File: config.mk
export PLATFORM = sky130hd
export DESIGN_NAME = frame_content_signature
export DESIGN_NICKNAME = d
export VERILOG_FILES = /design/src/design/fcs_pkg.sv /design/src/design/fcs_hash_unit.sv /design/src/design/fcs_stats.sv /design/src/design/frame_content_signature.sv
export SDC_FILE = /design/constraint.sdc
export NUM_CORES = 2
export LEC_CHECK = 0
export BUFFER_PORTS_ARGS = -buffer_cell sky130_fd_sc_hd__buf_2
export CAP_MARGIN = 5
export CORE_MARGIN = 2
export CORE_UTILIZATION = 63
export CTS_BUF_LIST = sky130_fd_sc_hd__clkbuf_16
export DETAILED_ROUTE_END_ITERATION = 10
export MAX_ROUTING_LAYER = met4
export PLACE_DENSITY = 0.81
export SLEW_MARGIN = 20
export SYNTH_ARGS = -nofsm -noshare
export SYNTH_HDL_FRONTEND = slang
export SYNTH_HIERARCHICAL = 1
export SYNTH_SLANG_ARGS = --single-unit
File: constraint.sdc
create_clock -name aclk -period 8.7 [get_ports aclk]
set_input_delay 0.435 -clock aclk [delete_from_list [all_inputs] [get_ports aclk]]
set_output_delay 0.435 -clock aclk [all_outputs]
set_load 0.05 [all_outputs]
File: src/design/fcs_pkg.sv
`timescale 1ns / 1ps
// ----------------------------------------------------------------------------
// fcs_pkg
// Shared types and constants of the frame content signature block.
// ----------------------------------------------------------------------------
package fcs_pkg;

    // field widths
    localparam int BYTE_W      = 8;
    localparam int PIXEL_BYTES = 4;
    localparam int PIXEL_W     = BYTE_W * PIXEL_BYTES;
    localparam int BYTE_CNT_W  = $clog2(PIXEL_BYTES);
    localparam int HASH_W      = 64;
    localparam int CHANGED_W   = 25;
    localparam int DISTINCT_W  = 9;
    localparam int VALUE_COUNT = 256;

    // stream payload widths, padded to whole bytes
    localparam int S_TDATA_W  = PIXEL_W;
    localparam int RESULT_W   = HASH_W + CHANGED_W + DISTINCT_W;
    localparam int M_TDATA_W  = ((RESULT_W + 7) / 8) * 8;
    localparam int M_PAD_W    = M_TDATA_W - RESULT_W;

    // fnv-1a 64 constants; prime = 2^40 + 2^8 + 0xb3
    localparam logic [HASH_W-1:0] HASH_BASIS     = 64'hCBF2_9CE4_8422_2325;
    localparam logic [BYTE_W-1:0] PRIME_LOW      = 8'hB3;
    localparam int                PRIME_SHIFT_HI = 40;
    localparam int                PRIME_SHIFT_MD = 8;

    // changed count saturation: lesser of frame limit and field maximum
    localparam longint MAX_FRAME_PIXELS = 64'd16777216;
    localparam longint COUNT_FIELD_MAX  = (64'd1 << CHANGED_W) - 64'd1;
    localparam longint COUNT_LIMIT_FULL =
        (MAX_FRAME_PIXELS < COUNT_FIELD_MAX) ? MAX_FRAME_PIXELS : COUNT_FIELD_MAX;
    localparam logic [CHANGED_W-1:0] CHANGED_LIMIT = COUNT_LIMIT_FULL[CHANGED_W-1:0];

    // control from the sequencer to the datapath units
    typedef struct packed {
        logic byte_en;      // one pixel byte presented this cycle
        logic pixel_en;     // a whole pixel accepted this cycle
        logic frame_clear;  // return all frame state to its start values
    } fcs_ctl_t;

    // sequencer states
    typedef enum logic [2:0] {
        S_IDLE = 3'b001,
        S_RUN  = 3'b010,
        S_EMIT = 3'b100
    } fcs_state_t;

endpackage

File: src/design/fcs_hash_unit.sv
`timescale 1ns / 1ps
// ----------------------------------------------------------------------------
// fcs_hash_unit
// Byte-serial FNV-1a 64 hash: one xor and one shift-add multiply per cycle in which byte_en is set.
// ----------------------------------------------------------------------------
module fcs_hash_unit (
    input  logic                          aclk,
    input  logic                          aresetn,
    input  fcs_pkg::fcs_ctl_t             ctl,
    input  logic [fcs_pkg::BYTE_W-1:0]    data_byte,
    output logic [fcs_pkg::HASH_W-1:0]    hash_value
);

    logic [fcs_pkg::HASH_W-1:0] hash_reg;
    logic [fcs_pkg::HASH_W-1:0] hash_next;
    logic [fcs_pkg::HASH_W-1:0] mixed;
    logic [fcs_pkg::HASH_W-1:0] low_prod;

    // xor the byte in, then multiply by the prime as two shifted terms plus a low-byte product
    always_comb begin
        mixed    = hash_reg ^ fcs_pkg::HASH_W'(data_byte);
        low_prod = mixed * fcs_pkg::HASH_W'(fcs_pkg::PRIME_LOW);
        if (ctl.frame_clear) begin
            hash_next = fcs_pkg::HASH_BASIS;
        end else if (ctl.byte_en) begin
            hash_next = (mixed << fcs_pkg::PRIME_SHIFT_HI)
                      + (mixed << fcs_pkg::PRIME_SHIFT_MD)
                      + low_prod;
        end else begin
            hash_next = hash_reg;
        end
    end

    always_ff @(posedge aclk) begin
        if (!aresetn) begin
            hash_reg <= fcs_pkg::HASH_BASIS;
        end else begin
            hash_reg <= hash_next;
        end
    end

    assign hash_value = hash_reg;

endmodule

File: src/design/fcs_stats.sv
`timescale 1ns / 1ps
// ----------------------------------------------------------------------------
// fcs_stats
// Frame statistics: background pixel, changed-pixel count and byte-value map
// with a running count of distinct values.
// ----------------------------------------------------------------------------
module fcs_stats (
    input  logic                             aclk,
    input  logic                             aresetn,
    input  fcs_pkg::fcs_ctl_t                ctl,
    input  logic [fcs_pkg::BYTE_W-1:0]       data_byte,
    input  logic [fcs_pkg::PIXEL_W-1:0]      pixel,
    output logic [fcs_pkg::CHANGED_W-1:0]    changed_count,
    output logic [fcs_pkg::DISTINCT_W-1:0]   distinct_values
);

    logic [fcs_pkg::VALUE_COUNT-1:0] seen_reg;
    logic [fcs_pkg::VALUE_COUNT-1:0] seen_next;
    logic [fcs_pkg::DISTINCT_W-1:0]  distinct_reg;
    logic [fcs_pkg::DISTINCT_W-1:0]  distinct_next;
    logic [fcs_pkg::PIXEL_W-1:0]     background_reg;
    logic [fcs_pkg::PIXEL_W-1:0]     background_next;
    logic                            awaiting_reg;
    logic                            awaiting_next;
    logic [fcs_pkg::CHANGED_W-1:0]   changed_reg;
    logic [fcs_pkg::CHANGED_W-1:0]   changed_next;

    // byte map: a value seen for the first time bumps the distinct count
    always_comb begin
        seen_next     = seen_reg;
        distinct_next = distinct_reg;
        if (ctl.frame_clear) begin
            seen_next     = '0;
            distinct_next = '0;
        end else if (ctl.byte_en && !seen_reg[data_byte]) begin
            seen_next[data_byte] = 1'b1;
            distinct_next        = distinct_reg + fcs_pkg::DISTINCT_W'(1);
        end
    end

    // first pixel becomes the background, later ones are compared to it
    always_comb begin
        background_next = background_reg;
        awaiting_next   = awaiting_reg;
        changed_next    = changed_reg;
        if (ctl.frame_clear) begin
            background_next = '0;
            awaiting_next   = 1'b1;
            changed_next    = '0;
        end else if (ctl.pixel_en) begin
            if (awaiting_reg) begin
                background_next = pixel;
                awaiting_next   = 1'b0;
            end else if (pixel != background_reg
                         && changed_reg < fcs_pkg::CHANGED_LIMIT) begin
                changed_next = changed_reg + fcs_pkg::CHANGED_W'(1);
            end
        end
    end

    always_ff @(posedge aclk) begin
        if (!aresetn) begin
            seen_reg       <= '0;
            distinct_reg   <= '0;
            background_reg <= '0;
            awaiting_reg   <= 1'b1;
            changed_reg    <= '0;
        end else begin
            seen_reg       <= seen_next;
            distinct_reg   <= distinct_next;
            background_reg <= background_next;
            awaiting_reg   <= awaiting_next;
            changed_reg    <= changed_next;
        end
    end

    assign changed_count   = changed_reg;
    assign distinct_values = distinct_reg;

endmodule

File: src/design/frame_content_signature.sv
`timescale 1ns / 1ps
// ----------------------------------------------------------------------------
// frame_content_signature
// Content signature of an RGBA frame: FNV-1a 64 hash, changed-pixel count
// and number of distinct byte values, emitted on the frame's last pixel.
// ----------------------------------------------------------------------------
// Each pixel's bytes leave a shift register one per cycle, red first, and
// each passes through the single byte-wide hash step, whose xor and
// multiply depend on the previous byte. A new pixel is taken in the cycle
// its predecessor's last byte is hashed, so a steady stream has no gaps
// between pixels. After a pixel flagged last, the result stage moves the
// result into the output register (waiting while that register is still
// held by m_tready low) and clears the frame state; the idle state then
// takes the next pixel. No clearing pass is needed after reset.
// ----------------------------------------------------------------------------
module frame_content_signature (
    input  logic                             aclk,
    input  logic                             aresetn,
    // pixel stream
    input  logic                             s_tvalid,
    output logic                             s_tready,
    // red_byte [7:0], green_byte [15:8], blue_byte [23:16], alpha_byte [31:24]
    input  logic [fcs_pkg::S_TDATA_W-1:0]    s_tdata,
    input  logic                             s_tlast,   // last_pixel
    // result stream
    output logic                             m_tvalid,
    input  logic                             m_tready,
    // frame_hash [63:0], changed_count [88:64], distinct_values [97:89],
    // zero pad [103:98]
    output logic [fcs_pkg::M_TDATA_W-1:0]    m_tdata
);

    fcs_pkg::fcs_state_t                state_reg;
    fcs_pkg::fcs_state_t                state_next;
    logic [fcs_pkg::BYTE_CNT_W-1:0]     cnt_reg;
    logic [fcs_pkg::BYTE_CNT_W-1:0]     cnt_next;
    logic [fcs_pkg::PIXEL_W-1:0]        shift_reg;
    logic [fcs_pkg::PIXEL_W-1:0]        shift_next;
    logic                               last_reg;
    logic                               last_next;
    logic                               out_valid_reg;
    logic                               out_valid_next;
    logic [fcs_pkg::M_TDATA_W-1:0]      out_data_reg;
    logic [fcs_pkg::M_TDATA_W-1:0]      out_data_next;

    fcs_pkg::fcs_ctl_t                  ctl;
    logic                               s_accept;
    logic                               last_byte;
    logic                               out_free;
    logic [fcs_pkg::HASH_W-1:0]         hash_value;
    logic [fcs_pkg::CHANGED_W-1:0]      changed_count;
    logic [fcs_pkg::DISTINCT_W-1:0]     distinct_values;

    // handshake: idle, or the final byte of a pixel that does not end a frame
    assign last_byte = (state_reg == fcs_pkg::S_RUN)
                     && (cnt_reg == fcs_pkg::BYTE_CNT_W'(fcs_pkg::PIXEL_BYTES - 1));
    assign s_tready  = (state_reg == fcs_pkg::S_IDLE) || (last_byte && !last_reg);
    assign s_accept  = s_tvalid && s_tready;
    assign out_free  = !out_valid_reg || m_tready;

    // sequencer
    always_comb begin
        state_next      = state_reg;
        cnt_next        = cnt_reg;
        shift_next      = shift_reg;
        last_next       = last_reg;
        out_valid_next  = out_valid_reg;
        out_data_next   = out_data_reg;
        ctl.byte_en     = 1'b0;
        ctl.pixel_en    = s_accept;
        ctl.frame_clear = 1'b0;

        if (m_tready) begin
            out_valid_next = 1'b0;
        end

        unique case (state_reg)
            fcs_pkg::S_IDLE: begin
                if (s_accept) begin
                    state_next = fcs_pkg::S_RUN;
                end
            end
            fcs_pkg::S_RUN: begin
                ctl.byte_en = 1'b1;
                shift_next  = shift_reg >> fcs_pkg::BYTE_W;
                cnt_next    = cnt_reg + fcs_pkg::BYTE_CNT_W'(1);
                if (last_byte && !s_accept) begin
                    state_next = last_reg ? fcs_pkg::S_EMIT : fcs_pkg::S_IDLE;
                end
            end
            fcs_pkg::S_EMIT: begin
                if (out_free) begin
                    out_valid_next  = 1'b1;
                    out_data_next   = {{fcs_pkg::M_PAD_W{1'b0}}, distinct_values,
                                       changed_count, hash_value};
                    ctl.frame_clear = 1'b1;
                    state_next      = fcs_pkg::S_IDLE;
                end
            end
            default: begin
                state_next = fcs_pkg::S_IDLE;
            end
        endcase

        // load a new pixel into the byte shift register
        if (s_accept) begin
            shift_next = s_tdata;
            last_next  = s_tlast;
            cnt_next   = '0;
        end
    end

    always_ff @(posedge aclk) begin
        if (!aresetn) begin
            state_reg     <= fcs_pkg::S_IDLE;
            cnt_reg       <= '0;
            last_reg      <= 1'b0;
            out_valid_reg <= 1'b0;
        end else begin
            state_reg     <= state_next;
            cnt_reg       <= cnt_next;
            last_reg      <= last_next;
            out_valid_reg <= out_valid_next;
        end
    end

    // payload registers
    always_ff @(posedge aclk) begin
        shift_reg    <= shift_next;
        out_data_reg <= out_data_next;
    end

    fcs_hash_unit u_hash (
        .aclk       (aclk),
        .aresetn    (aresetn),
        .ctl        (ctl),
        .data_byte  (shift_reg[fcs_pkg::BYTE_W-1:0]),
        .hash_value (hash_value)
    );

    fcs_stats u_stats (
        .aclk            (aclk),
        .aresetn         (aresetn),
        .ctl             (ctl),
        .data_byte       (shift_reg[fcs_pkg::BYTE_W-1:0]),
        .pixel           (s_tdata),
        .changed_count   (changed_count),
        .distinct_values (distinct_values)
    );

    assign m_tvalid = out_valid_reg;
    assign m_tdata  = out_data_reg;

    // a frame's final byte always leads to the result stage
    a_last_to_emit: assert property (@(posedge aclk) disable iff (!aresetn)
        (last_byte && last_reg) |=> (state_reg == fcs_pkg::S_EMIT))
        else $error("final pixel did not move to result stage");

    // hash restarts from the offset basis after a frame is closed
    a_hash_restart: assert property (@(posedge aclk) disable iff (!aresetn)
        ctl.frame_clear |=> (hash_value == fcs_pkg::HASH_BASIS))
        else $error("hash not restarted after frame end");

    // changed count never passes its saturation limit
    a_changed_sat: assert property (@(posedge aclk) disable iff (!aresetn)
        changed_count <= fcs_pkg::CHANGED_LIMIT)
        else $error("changed count beyond limit");

    // at most one byte value is added to the map per cycle
    a_distinct_step: assert property (@(posedge aclk) disable iff (!aresetn)
        !ctl.frame_clear |=> (distinct_values == $past(distinct_values)
                           || distinct_values == $past(distinct_values) + 9'd1))
        else $error("distinct count jumped");

endmodule
==> flow_summary.yaml <==
synthesis:
  ys_async_sr_fraction_pct: 0
  yosysWarningCount: 6
  synth_area_mm2: 0.03202
  synth_mux_area_share_pct: 6.506
  synth_compound_area_share_pct: 14.79
  synth_seq_cells: 524
  synth_xor_area_share_pct: 3.611
  synth_cell_type_count: 91
  syn_area_per_cell_um2: 11.23
  synthSimpleGateAreaFrac_pct: 7.659
  synth_adder_area_share_pct: 24.35
  synth_top_family_by_area: "adder cells"
  syn_inst: 2851
  synth_edf_count: 130
  ys_seq_area_share_pct: 36.83
  yosys_most_used_dff: "dfxtp_1"
cts:
  cts_root_buf: "clkbuf_16"
  cts.path.max_buffers: 3
  postCtsResizedCells: 0
  clkLatencyLatePin_ns: 0.63
  cts_tree: "built"
  h-tree-depth: 2
  cts_setup_buffers: 0
  cts_sinks: 524
  clk_pin_slew_ns: 0.07
  cts_hold_buf: 0
  cts_inserted_buffers: 54
critical_path:
  slowest_stage: "edfxtp_1"
  criticalPathCategory: "reg2reg"
  start_kind: "flip-flop"
  critPathMaxFanout: 17
  crit_arrival_ns: 6.89
  critical-path-top-delay-family: "adder cells"
  worstPathCellList: "xnor2_1 -> inv_1 -> ha_1 -> inv_1 -> fa_1 -> inv_1 -> fa_1 -> fa_1 -> ha_1 -> ha_1 -> a211oi_2 -> o211ai_1 -> a31oi_2 -> o21ai_2 -> o211ai_2 -> a21oi_1 -> a21oi_1 -> a221oi_2 -> nor4b_1 -> a311o_1"
  critPathMaxStageDelay_ns: 0.69
  crit_buf_inv: 3
  endpoint_kind: "flip-flop"
  worstPathRequired_ns: 9.20
sta:
  relSlewSlack_pct: 23.40
  setup_viol: 0
  finalHoldViolCount: 0
  period_share_pct: 73.46
  max_freq_ghz: 0.1565
  period_minus_slack_ns: 6.391
  rsz0062_at_grt: "false"
  worst_slew_pin_slew_ns: 1.146
  setup_tns_ns: 0
  final.setup_skew_ns: 0.02630
  drv_slew: 0
layout:
  syn2layout_area_growth_pct: 7.124
  drive_above_1_share_pct: 11.24
  nets: 3369
  largest_reg_flops: 256
  layout_commonest_cell: "dfxtp_1"
  layout_common_cells: "dfxtp_1 (394), fa_1 (247), ha_1 (228)"
die:
  initial_utilization_pct: 63.82
  io_pins: 143
  die_x_um: 229.4
  die_y_um: 229.4
  core_mm2: 0.05017
  rows: 82
  dieArea_mm2: 0.05264
detailed_routing:
  vias_per_cell: 6.272
  drc: 0
  wl_um: 77400
  vias: 22420
  wl_per_cell_um: 21.65
  antenna_left: 0
  drt-initial-drc-count: 1627
  firstDrtPassIters: 6
place:
  gp_routability_congestion: 0.9640
  io_buffers: 136
  post-dp-hpwl_um: 54330
min_path:
  min_path_type: "in2reg"
run_status:
  status: "finished clean"
global_route:
  grt_max_degree: 115
  grt.total_usage_pct: 30.49
  grt_pass1_wl_um: 124900
  grt_overflow: 0
  grt_pass1_vias: 23300
  antenna_found_initial: 2
flow_run:
  max_cap_viol_count: 0
-- tightest hold or removal path, cell delays in order --
cell     delay, ns
buf_2         0.12
nand2_1       0.05
a21oi_1       0.05
-- per-stage QoR --
| step | setup slack [ns] | cell area [µm²] | utilization, % | hold slack (ns) | cells |
|---|---|---|---|---|---|
| 2_1_floorplan | 2.167 | 32040 | - | 0.4213 | 2856 |
| 3_3_place_gp | 2.439 | 32560 | 64.89 | 0.4331 | 3473 |
| 3_5_place_dp | 2.385 | 32560 | 64.89 | 0.4409 | 3473 |
| 4_1_cts | 2.353 | 34290 | 68.35 | 0.06270 | 3573 |
| 5_1_grt | 1.975 | 34300 | 68.37 | 0.07877 | 3575 |
| 6_report | 2.309 | 34300 | 68.37 | 0.09233 | 3575 |
-- synthesized netlist by cell type (64+ instances only) --
cell      instances  area, µm²
clkbuf_1         91      341.6
a21oi_1         134      670.6
edfxtp_1        130       3904
xnor2_1          64      560.5
a32o_1           86      860.8
nor2_1          180      675.7
xor2_1           68      595.6
a22o_1          171       1498
mux2i_1          99      991.0
inv_1           195      732.0
fa_1            247       4945
nand2_1         170      638.1
dfxtp_1         394       7888
buf_4            65      488.0
ha_1            228       2853
-- logic make-up (layout without fill, tap and decap cells) --
| kind of cell | count (synthesis) | in the layout |
|---|---|---|
| compound gates | 619 | 619 |
| simple gates | 526 | 526 |
| flops | 524 | 524 |
| fa+ha+maj | 475 | 475 |
| buf+inv | 414 | 459 |
| mux | 160 | 160 |
| xor+xnor | 132 | 132 |
| other cells | 1 | 8 |
-- layout make-up --
class | count | area (µm²)
clock inverters | 44 | 331.6
flip-flops and latches | 524 | 11790
repair buffers | 163 | 887.1
diodes | 2 | 5.005
clock buffers | 56 | 1401
inverters | 196 | 735.7
well taps | 672 | 840.8
multi-input cells | 1918 | 18310
fillers | 3609 | 15870
-- layer usage --
metal / wire [µm] / global-route usage, % / vias to the layer above
met1: 31210 / 38.10 / 11160
met3: 4568 / 3.648 / 221
met2: 38110 / 49.89 / 883
met4: 3510 / 13.84 / 0
li1: - / - / 10160
met5: 0 / - / -
-- worst paths after layout --
path	depth (start not counted)	slack, ns	end	from
hold / removal	3	0.09	u_stats/background_reg[13]$_SDFFE_PP0P_	s_tdata[13]
setup reg to reg	20	2.31	u_hash/hash_value[58]$_SDFFE_PP0P_	shift_reg[3]$_DFFE_PP_
setup / recovery	20	2.31	u_hash/hash_value[58]$_SDFFE_PP0P_	shift_reg[3]$_DFFE_PP_
hold reg to reg	0	0.46	m_tdata[97]$_DFFE_PP_	u_stats/distinct_values[8]$_SDFFE_PP0P_
Power is not shown: default switching activity piles up to over one toggle a cycle in this logic, so the estimate is an artifact.
